**src/rtl/ptt_pkg.sv**
```systemverilog
// shared types and constants for the priority task table
package ptt_pkg;

  localparam int USER_BITS     = 16;
  localparam int TASK_ID_BITS  = 10;
  localparam int PRIO_REQ_BITS = 30;

  typedef enum logic [1:0] {
    ACT_ADD    = 2'd0,
    ACT_EDIT   = 2'd1,
    ACT_REMOVE = 2'd2,
    ACT_EXEC   = 2'd3
  } action_t;

  typedef enum logic [2:0] {
    ST_CLEAR,
    ST_IDLE,
    ST_EDIT,
    ST_SCAN,
    ST_DONE
  } state_t;

  typedef struct packed {
    logic                 valid;
    logic                 found;
    logic [USER_BITS-1:0] user;
  } result_t;

endpackage

```
**src/rtl/ptt_ctrl.sv**
```systemverilog
// sequencer for add, edit, remove, top search and the post-reset clearing sweep
module ptt_ctrl
  import ptt_pkg::*;
#(
  parameter int TASK_SLOTS    = 1024,
  parameter int PRIORITY_BITS = 30,
  parameter int AW            = 10,
  parameter int DW            = 47
) (
  input  logic                     clk,
  input  logic                     rst,
  input  logic                     in_valid,
  output logic                     in_stall,
  input  logic [1:0]               action,
  input  logic [USER_BITS-1:0]     user_id,
  input  logic [TASK_ID_BITS-1:0]  task_id,
  input  logic [PRIO_REQ_BITS-1:0] priority_req,
  input  logic                     res_ready,
  output result_t                  res,
  output logic                     mem_wr_en,
  output logic [AW-1:0]            mem_wr_addr,
  output logic [DW-1:0]            mem_wr_data,
  output logic [AW-1:0]            mem_rd_addr,
  input  logic [DW-1:0]            mem_rd_data
);

  localparam int PB = PRIORITY_BITS;
  localparam int CW = (AW + 1 > TASK_ID_BITS) ? AW + 1 : TASK_ID_BITS;
  localparam int PW = (PB > PRIO_REQ_BITS) ? PB : PRIO_REQ_BITS;
  localparam logic [AW-1:0] LAST = AW'(TASK_SLOTS - 1);

  state_t state, state_next;
  action_t act;

  logic [CW-1:0] tid_wide;
  logic [AW-1:0] tid_addr;
  logic          in_range;
  logic [PW-1:0] prio_wide;
  logic [PB-1:0] prio_in;

  logic                 rd_live;
  logic [USER_BITS-1:0] rd_owner;
  logic [PB-1:0]        rd_prio;

  logic [AW-1:0]        sweep_addr;
  logic                 sweep_last;
  logic [AW-1:0]        op_addr;
  logic [PB-1:0]        op_prio;
  logic                 found;
  logic [PB-1:0]        best_prio;
  logic [AW-1:0]        best_slot;
  logic [USER_BITS-1:0] best_owner;
  logic                 better;

  assign act       = action_t'(action);
  assign tid_wide  = CW'(task_id);
  assign tid_addr  = tid_wide[AW-1:0];
  assign in_range  = tid_wide < CW'(TASK_SLOTS);
  assign prio_wide = PW'(priority_req);
  assign prio_in   = prio_wide[PB-1:0];

  assign rd_live  = mem_rd_data[DW-1];
  assign rd_owner = mem_rd_data[PB +: USER_BITS];
  assign rd_prio  = mem_rd_data[PB-1:0];

  assign sweep_last = (sweep_addr == LAST);
  assign better     = rd_live && (!found || (rd_prio >= best_prio));

  always_comb begin
    state_next  = state;
    in_stall    = 1'b1;
    mem_wr_en   = 1'b0;
    mem_wr_addr = op_addr;
    mem_wr_data = '0;
    mem_rd_addr = tid_addr;
    res         = '0;
    unique case (state)
      ST_CLEAR: begin
        mem_wr_en   = 1'b1;
        mem_wr_addr = sweep_addr;
        if (sweep_last) begin
          state_next = ST_IDLE;
        end
      end
      ST_IDLE: begin
        in_stall = 1'b0;
        if (in_valid) begin
          unique case (act)
            ACT_ADD: begin
              mem_wr_en   = in_range;
              mem_wr_addr = tid_addr;
              mem_wr_data = {1'b1, user_id, prio_in};
            end
            ACT_EDIT: begin
              if (in_range) begin
                state_next = ST_EDIT;
              end
            end
            ACT_REMOVE: begin
              mem_wr_en   = in_range;
              mem_wr_addr = tid_addr;
            end
            ACT_EXEC: begin
              mem_rd_addr = '0;
              state_next  = ST_SCAN;
            end
          endcase
        end
      end
      ST_EDIT: begin
        mem_wr_en   = rd_live;
        mem_wr_data = {1'b1, rd_owner, op_prio};
        state_next  = ST_IDLE;
      end
      ST_SCAN: begin
        mem_rd_addr = sweep_addr + 1'b1;
        if (sweep_last) begin
          state_next = ST_DONE;
        end
      end
      ST_DONE: begin
        if (res_ready) begin
          res.valid   = 1'b1;
          res.found   = found;
          res.user    = found ? best_owner : '0;
          mem_wr_en   = found;
          mem_wr_addr = best_slot;
          state_next  = ST_IDLE;
        end
      end
      default: begin
        state_next = ST_IDLE;
      end
    endcase
  end

  always_ff @(posedge clk) begin
    if (rst) begin
      state      <= ST_CLEAR;
      sweep_addr <= '0;
      found      <= 1'b0;
    end else begin
      state <= state_next;
      case (state)
        ST_CLEAR: begin
          sweep_addr <= sweep_last ? '0 : sweep_addr + 1'b1;
        end
        ST_IDLE: begin
          op_addr    <= tid_addr;
          op_prio    <= prio_in;
          found      <= 1'b0;
          sweep_addr <= '0;
        end
        ST_SCAN: begin
          if (better) begin
            found      <= 1'b1;
            best_prio  <= rd_prio;
            best_slot  <= sweep_addr;
            best_owner <= rd_owner;
          end
          if (!sweep_last) begin
            sweep_addr <= sweep_addr + 1'b1;
          end
        end
        default: ;
      endcase
    end
  end

endmodule

```
**config.mk**
```make
export PLATFORM = sky130hd
export DESIGN_NAME = ptt_ctrl
export DESIGN_NICKNAME = d
export VERILOG_FILES = /design/src/rtl/ptt_pkg.sv /design/src/rtl/ptt_ctrl.sv
export SDC_FILE = /design/constraint.sdc
export NUM_CORES = 1
export LEC_CHECK = 0
export ABC_AREA = 1
export BUFFER_PORTS_ARGS = -buffer_cell sky130_fd_sc_hd__buf_2
export CELL_PAD_IN_SITES_DETAIL_PLACEMENT = 0
export CELL_PAD_IN_SITES_GLOBAL_PLACEMENT = 1
export CORE_UTILIZATION = 38
export CTS_CLUSTER_SIZE = 28
export DETAILED_ROUTE_END_ITERATION = 12
export GPL_TIMING_DRIVEN = 0
export PLACE_DENSITY_LB_ADDON = 0.05
export SYNTH_ARGS = -nofsm -noshare
export SYNTH_HDL_FRONTEND = slang
export SYNTH_SLANG_ARGS = --single-unit
```
**constraint.sdc**
```tcl
create_clock -name clk -period 4 [get_ports clk]
set_input_delay 0.8 -clock clk [delete_from_list [all_inputs] [get_ports clk]]
set_output_delay 0.8 -clock clk [all_outputs]
set_load 0.01 [all_outputs]
```
# ---- After elaboration in Yosys (flattened, before gate mapping)
# Index checks and enable logic that the tools add are counted.
dict set report word_totals {
  latch_bits 0
  reg_bits 110
  elab_cells 71
  output_inout_bits 87
  in_bits 109
  romBits 0
  mem_bits_rw 0
  n_memories 0
}
dict set report op_classes {
  addsub 1
  shifts 0
  mux 30
  bitwise_logic 1
  n_mul 0
  div_mod_pow 0
  reduce_logical 13
  eq_ne 16
  n_lt_le_gt_ge 2
}
# cell count
set ops {}
lappend ops {{two-way mux 47 bit} 2}
lappend ops {{one-hot mux 47 bit (2 select lines)} 1}
lappend ops {{two-way mux 10 bit} 7}
lappend ops {{one-hot mux 10 bit (3 select lines)} 2}
lappend ops {{two-way mux 18 bit} 2}
lappend ops {{>= comparator 30 bit} 1}
lappend ops {{one-hot mux 10 bit (2 select lines)} 1}
lappend ops {{two-way mux 16 bit} 1}
lappend ops {{two-way mux 3 bit} 5}
lappend ops {{inequality test 2 bit, second input constant} 6}
lappend ops {{one-hot mux 3 bit (4 select lines)} 1}
lappend ops {{less-than comparator 10 x 11 -> 1 bit, second input constant} 1}
lappend ops {{adder 10 x 1 -> 10 bit, second input constant} 1}
lappend ops {{== test 10 bit, second input constant} 1}
lappend ops {{== test 3 x 2 -> 1 bit, second input constant} 2}
lappend ops {{one-hot mux 3 bit (2 select lines)} 1}
lappend ops {{AND reduction 2 bit} 3}
lappend ops {{AND reduction 6 bit} 1}
lappend ops {{two-way mux 1 bit} 5}
lappend ops {{== test 2 bit, second input constant} 2}
lappend ops {{one-hot mux 1 bit (4 select lines)} 1}
lappend ops {{== test 3 x 1 -> 1 bit, second input constant} 1}
lappend ops {{== test 3 bit, second input constant} 1}
lappend ops {{zero test 3 bit} 1}
lappend ops {{other kinds (13)} 13}

# ---- Logic depth before layout (Yosys ltp)
# Gate-level depths: netlist of the first run.
dict set report logic_depth {
  ltp_word 5
  depth_mapped 13
  mapped_depth_nobuf 13
}

# ---- Worst setup path after synthesis of the first run
# No wires, ideal clock.
dict set report synth_timing {
  kind {input-to-reg}
  startpoint {input mem_rd_data[29]}
  endpoint {register best_owner[0], enable pin}
  path_stages 9
  path_buffers 0
  setup_ns 0.410
  required_ns 3.590
  arrival_ns 2.794
  slack_ns 0.796
  cell_sequence {ha_1 nand2_1 nor2_1 nand2_1 nor3_1 nand2_1 nand4_1 nand2_1 inv_1}
}
dict set report synth_via {
  elab_chain_len 4
}
# element line
set synth_rtl {}
lappend synth_rtl {{from (decl)} ptt_ctrl.sv:24} ;# input logic [DW-1:0] mem_rd_data
lappend synth_rtl {{>= comparator 30 bit} ptt_ctrl.sv:67} ;# assign better = rd_live && (!found || (rd_prio >= best_prio));
lappend synth_rtl {{logical OR 1 bit} ptt_ctrl.sv:67}
lappend synth_rtl {{logical AND 1 bit} ptt_ctrl.sv:67}
lappend synth_rtl {{AND reduction 3 bit (no source line)} --}
lappend synth_rtl {{to (signal assigned)} ptt_ctrl.sv:159} ;# best_owner <= rd_owner;
lappend synth_rtl {{to (decl)} ptt_ctrl.sv:52} ;# logic [USER_BITS-1:0] best_owner;
# No other way between the ends.
# A chain may end at the register's enable or synchronous reset.

# ---- Worst setup path in the final report of the first run
dict set report layout_timing {
  startpoint {register state[2]}
  endpoint {output mem_wr_addr[3]}
}
dict set report layout_via {
  elab_chain_len 2
  word_cells_on_any_way 4
  cone_classes {2 x eq/ne; 1 x mux; 1 x reduce/logical}
}
# element line
set layout_rtl {}
lappend layout_rtl {{from (decl)} ptt_ctrl.sv:32} ;# state_t state, state_next;
lappend layout_rtl {{from (signal assigned)} ptt_ctrl.sv:143} ;# state <= state_next;
lappend layout_rtl {{== test 3 bit (tied with other cells)} ptt_ctrl.sv:77} ;# unique case (state)
lappend layout_rtl {{one-hot mux 10 bit (3 select lines) (*)} ptt_ctrl.sv:77}
lappend layout_rtl {{to (decl)} ptt_ctrl.sv:21} ;# output logic [AW-1:0] mem_wr_addr,
# Every way passes the cells marked *; elsewhere a longest branch is shown, timed or not.

==> impl_metrics.env, run 1 <==
export IMPL_syn_num_nets=787
export IMPL_wl_per_cell_um=13.9
export IMPL_worst_ep_required_time_ns=3.20
export IMPL_vias_per_cell=4.60
export IMPL_rrSetupSlack_ns=1.48
export IMPL_synth_largest_area_cell="edfxtp_1"
export IMPL_syn_avg_cell_area_um2=9.15
export IMPL_fin_skew_ns=0.0104
export IMPL_nNetsFinal=995
export IMPL_r2r_start="best_prio[29]"
export IMPL_die_w_um=127
export IMPL_hpwl_mm=11.0
export IMPL_drt_total_wl_mm=14.6
export IMPL_fmax_ghz=0.320
export IMPL_hp_class="reg -> reg"
export IMPL_grt_max_degree=34
export IMPL_endpoint="mem_wr_addr[3]"
export IMPL_period_needed_ns=3.13
export IMPL_cap_violations=0
export IMPL_drt_iter0_markers=277
export IMPL_overflow=0
export IMPL_leakage_uw=0.00367
export IMPL_io_pins=196
export IMPL_crit_start="state[2]"
export IMPL_netlist_area_um2=5920
export IMPL_cts_root_buf="clkbuf_16"
export IMPL_ys_dominant_reg_cell="edfxtp_1"
export IMPL_drv_slew=0
export IMPL_fin_total_pwr_uw=3200
export IMPL_start_kind="flip-flop"
export IMPL_dpl_cell_count=1032
export IMPL_synthArstFlopShare_pct=0
export IMPL_post_route_util_pct=49.1
export IMPL_yosysWarnings=0
export IMPL_grt_pass1_wl_mm=23.0
export IMPL_drtPass1Iterations=4
export IMPL_gp_congestion=0.808
export IMPL_max_slew_margin_pct=46.7
export IMPL_status="finished, final reports clean"
export IMPL_globalRouteTotalUtil_pct=18.7
export IMPL_finalHoldViolations=0
export IMPL_critPathMaxStageDelay_ns=0.61
export IMPL_num_vias=4822
export IMPL_layout_drive_gt1_share_pct=32.1
export IMPL_antenna_cells=0
export IMPL_worstSkewPairLatency_ns=0.36
export IMPL_arrival_ns=2.33
export IMPL_antenna_found_initial=0
export IMPL_postCtsSetupRepairBufs=0
export IMPL_peakVddDrop_uv=236
export IMPL_yosysUniqueCellTypes=37
export IMPL_port_buffers=195
export IMPL_initial_core_util_pct=38.9
export IMPL_fin_ws_ns=0.871
export IMPL_hold_buffers=0
export IMPL_clkTransAtPathRegs_ns=0.07
export IMPL_reg2reg_to="best_prio[28]"
export IMPL_die_h_um=127
export IMPL_finalCritPeriodShare_pct=78.2
export IMPL_crit_slowest_cell="nor3_2"
export IMPL_rsz0062_at_grt="no"
export IMPL_setup_tns_ns=0
export IMPL_setup_viol=0
export IMPL_area_growth_pct=26.1
export IMPL_cts_resized=0
export IMPL_nFillCells=1508
export IMPL_synth_edf_count=96
export IMPL_tightest_slew_ns=0.795
export IMPL_crit_chain="inv_2 -> nand2_2 -> nor2_4 -> inv_1 -> a21oi_1 -> nor3_2 -> o21ai_0 -> buf_2"
export IMPL_synth_top_area_share_pct=48.7
export IMPL_worstSetupPathType="reg -> out"
export IMPL_reg2reg_depth=11
export IMPL_synth_seq_area_share_pct=53.4
export IMPL_fin_cells=1048
export IMPL_die_area_um2=16100
export IMPL_grt_pass1_vias=4573
export IMPL_synth_seq_cells=110
export IMPL_cts_htree_levels=3
export IMPL_crit_fanout=10
export IMPL_rows=45
export IMPL_tritoncts="done"
export IMPL_dp_slack_ns=0.879
export IMPL_core_um2=15200
export IMPL_cp_end_kind="primary output"
export IMPL_cts_sinks=110
export IMPL_cellPowerDensity_nw_per_um2=429
export IMPL_synthTopCellsByArea="edfxtp_1 (49%), inv_1 (9.5%), nand2_1 (8.1%), ha_1 (6.6%), dfxtp_1 (4.7%)"
export IMPL_drc_errors=0
export IMPL_ant_nets=0
export IMPL_numCtsBuffers=9
export IMPL_ctsLongestPathBuffers=2
export IMPL_synthCells=647
-- cell families (layout without fill, tap and decap cells) --
kind of cell	Yosys count	after routing	share of synthesized area, %
AND/OR/NAND/NOR	221	221	15.9
adder cells (fa/ha/maj)	31	31	6.55
flip-flops	110	110	53.4
AO/OA/AOI/OAI	110	110	11.9
XOR/XNOR	4	4	0.592
buffers and inverters	171	384	11.6
-- through the flow --
step | cell area, um^2 | hold WS [ns]
after floorplan | 5920 | 0.430
after global placement | 7130 | 0.452
after detailed placement | 7180 | 0.440
after CTS | 7460 | 0.471
after global routing | 7460 | 0.493
final | 7460 | 0.473
-- how the worst min path moves through the flow --
stage                       start           end  slack, ns  cells past startpoint
finish              sweep_addr[8]  best_slot[8]       0.47                      0
global route        sweep_addr[8]  best_slot[8]       0.49                      0
CTS                 sweep_addr[8]  best_slot[8]       0.47                      0
detailed placement  sweep_addr[8]  best_slot[8]       0.44                      0
global placement    sweep_addr[8]  best_slot[8]       0.45                      0
floorplan           sweep_addr[8]  best_slot[8]       0.43                      0
-- area by class of cell --
| cell class | count | area, um^2 | share of cell area (%) |
|---|---|---|---|
| repair buffers | 197 | 1020 | 13.6 |
| well taps | 188 | 235 | 3.15 |
| multi-input cells | 366 | 2080 | 27.8 |
| clock buffers | 9 | 225 | 3.02 |
| inverters | 155 | 584 | 7.83 |
| clock inverters | 7 | 58.8 | 0.788 |
| flip-flops and latches | 110 | 3160 | 42.4 |
| plain buffers | 16 | 104 | 1.39 |
-- power breakdown --
part           internal (uW)  switching (uW)
logic                    338             619
clock network            430             438
registers               1340            37.3
-- metal layers --
metal  wire length [um]  global-route usage [%]
met1               6490                    23.5
met3                846                    4.64
met4                197                    5.95
met2               7060                    31.4
met5                  0                       0
-- placed cells by master (no fill, tap or decap), types with 2 or more instances in the layout --
cell type and count:
inv_2 5, a211oi_1 6, buf_6 4, o22ai_1 7, o21ai_0 38, xor2_1 3, nand3_2 2, a21oi_1 22
clkbuf_16 9, clkinvlp_4 2, ha_1 31, dfxtp_1 14, buf_2 203, nand2_2 2, nand4_1 5, clkinv_4 4
o21ai_2 30, buf_12 2, nor3_1 3, clkbuf_1 3, nor2_1 59, nor3_2 2, inv_1 149, edfxtp_1 96
nand3_1 12, nand2_1 128, nor2_4 4
-- Yosys cell counts (2+ instances only) --
cell type / count
nor3_2: 2
inv_1: 150
nor2_1: 60
nand2_1: 128
a21oi_1: 22
a211oi_1: 6
o21ai_2: 30
nor2_4: 3
nand3_1: 12
inv_2: 4
nand2_2: 2
nor3_1: 3
o21ai_0: 38
edfxtp_1: 96
o22ai_1: 7
xor2_1: 3
nand4_1: 5
buf_6: 4
buf_2: 8
ha_1: 31
clkbuf_1: 3
nand3_2: 2
dfxtp_1: 14
-- critical path: cells and delay by family, from the launching register on --
family                 cells  cell delay, ns
and+or+nand+nor            3            0.76
AOI/OAI and AO/OA          2            0.32
buffers and inverters      3            0.46
DFF                        1            0.42
-- flip-flops by register name, indices dropped and copies added (netlist names) --
| signal | cells |
|---|---|
| best_owner | 16 |
| best_prio | 30 |
| best_slot | 10 |
| found | 1 |
| op_addr | 10 |
| op_prio | 30 |
| state | 3 |
| sweep_addr | 10 |
Power figures use the tool's default switching activity.
==> run 2, diff against run 1 <==
==> constraint.sdc (replaced) <==
create_clock -name clk -period 3 [get_ports clk]
set_input_delay 0.6 -clock clk [delete_from_list [all_inputs] [get_ports clk]]
set_output_delay 0.6 -clock clk [all_outputs]
set_load 0.01 [all_outputs]
==> impl_metrics.env, run 2 (synthesized netlist as in run 1, its figures left out) <==
export IMPL_initial_core_util_pct=38.9
export IMPL_drv_slew=0
export IMPL_vias_per_cell=4.58
export IMPL_worstSetupPathType="reg -> out"
export IMPL_drtPass1Iterations=4
export IMPL_final_cell_mix="buf_2 (203), inv_1 (149), nand2_1 (128)"
export IMPL_p_clk_share_pct=27.8
export IMPL_hpwl_mm=11.0
export IMPL_layout_drive_gt1_share_pct=31.6
export IMPL_drt_total_wl_mm=14.8
export IMPL_grt_pass1_vias=4742
export IMPL_num_vias=4805
export IMPL_ctsLongestPathBuffers=2
export IMPL_fmax_ghz=0.363
export IMPL_max_slew_margin_pct=53.1
export IMPL_clkTransAtPathRegs_ns=0.08
export IMPL_min_from="task_id[6]"
export IMPL_final_common_cell="buf_2"
export IMPL_hp_class="in -> reg"
export IMPL_cp_end_kind="primary output"
export IMPL_stdcell_area_um2=7460
export IMPL_core_um2=15200
export IMPL_fin_skew_ns=0.00979
export IMPL_die_h_um=127
export IMPL_antenna_cells=0
export IMPL_antenna_found_initial=0
export IMPL_reg2reg_to="best_owner[2]"
export IMPL_rsz0062_at_grt="no"
export IMPL_period_needed_ns=2.76
export IMPL_grt_pass1_wl_mm=23.4
export IMPL_leakage_uw=0.00367
export IMPL_ant_nets=0
export IMPL_endpoint="mem_wr_addr[0]"
export IMPL_crit_start="state[2]"
export IMPL_rows=45
export IMPL_switching_share_pct=32.9
export IMPL_whs_ns=0.432
export IMPL_drt_iter0_markers=260
export IMPL_finalHoldViolations=0
export IMPL_cap_violations=0
export IMPL_cts_htree_levels=3
export IMPL_start_kind="flip-flop"
export IMPL_overflow=0
export IMPL_cts_resized=2
export IMPL_drc_errors=0
export IMPL_tightest_slew_ns=0.702
export IMPL_arrival_ns=2.16
export IMPL_gp_congestion=0.803
export IMPL_peakVddDrop_uv=266
export IMPL_globalRouteTotalUtil_pct=18.8
export IMPL_setup_tns_ns=0
export IMPL_p_int_uw=2890
export IMPL_power_share_combinational_pct=29.4
export IMPL_worstSkewPairLatency_ns=0.35
export IMPL_cts_sinks=110
export IMPL_top_regs="best_prio: 30 flops, op_prio: 30 flops, best_owner: 16 flops"
export IMPL_crit_fanout=10
export IMPL_seq_power_share_pct=42.7
export IMPL_grt_max_degree=29
export IMPL_tritoncts="done"
export IMPL_finalCritPeriodShare_pct=91.9
export IMPL_p_switching_uw=1420
export IMPL_nFillCells=1556
export IMPL_setup_viol=0
export IMPL_io_pins=196
export IMPL_regArea_um2=3160
export IMPL_reg2reg_depth=10
export IMPL_cellPowerDensity_nw_per_um2=577
export IMPL_place_area_um2=7160
export IMPL_r2r_start="best_prio[29]"
export IMPL_nNetsFinal=995
export IMPL_worst_ep_required_time_ns=2.40
export IMPL_die_area_um2=16100
export IMPL_hold_buffers=0
export IMPL_numCtsBuffers=9
export IMPL_postCtsSetupRepairBufs=0
export IMPL_die_w_um=127
export IMPL_area_growth_pct=26.0
export IMPL_wl_per_cell_um=14.1
export IMPL_status="finished, final reports clean"
export IMPL_multi_input_area_um2=2080
export IMPL_cts_root_buf="clkbuf_16"
export IMPL_rrSetupSlack_ns=0.38
export IMPL_port_buffers=195
## run 2: area by class of cell
type | instances | area share (%)
plain buffers | 16 | 1.39
clock buffers | 12 | 3.17
clock inverters | 4 | 0.637
inverters | 155 | 7.88
multi-input cells | 366 | 27.9
flip-flops and latches | 110 | 42.4
well taps | 188 | 3.15
repair buffers | 196 | 13.4
repair inverters | 1 | 0.101
## run 2: critical path: stages, from the launching register on
cell     delay, ns
dfxtp_1       0.41
inv_2         0.06
nand2_2       0.10
nor2_4        0.06
inv_1         0.24
a21oi_1       0.13
nor3_4        0.44
o21ai_0       0.20
buf_2         0.18
## run 2: worst min path at each step
| stage | endpoint | cells after the start |
|---|---|---|
| detailed placement | best_slot[8] | 0 |
| CTS | op_prio[28] | 1 |
| finish | op_addr[6] | 1 |
| global placement | best_slot[8] | 0 |
| floorplan | best_slot[8] | 0 |
| global route | op_prio[18] | 1 |
## run 2: power by group through the flow
| stage | registers (uW) | logic, uW | clock network, uW |
|---|---|---|---|
| floorplan | 1860 | 758 | 0 |
| global placement | 1880 | 1250 | 0 |
| detailed placement | 1870 | 1280 | 0 |
| CTS | 1840 | 1290 | 1240 |
| global route | 1850 | 1420 | 1280 |
| finish | 1840 | 1270 | 1200 |
## run 2: layer usage
metal	track usage, %	up-vias	wire length [um]
met5	0	-	0
li1	-	2494	-
met1	24.2	2196	6720
met4	6.58	0	205
met3	3.04	11	621
met2	32.0	104	7280
## run 2: stage by stage
stage / worst slack [ns] / instances / total power, uW / util [%]
floorplan: 0.0601 / 647 / 2620 / -
global placement: -1.41 / 1030 / 3130 / 46.9
detailed placement: -0.596 / 1031 / 3160 / 47.1
CTS: 0.223 / 1048 / 4370 / 49.1
global route: 0.117 / 1048 / 4560 / 49.1
finish: 0.242 / 1048 / 4300 / 49.1
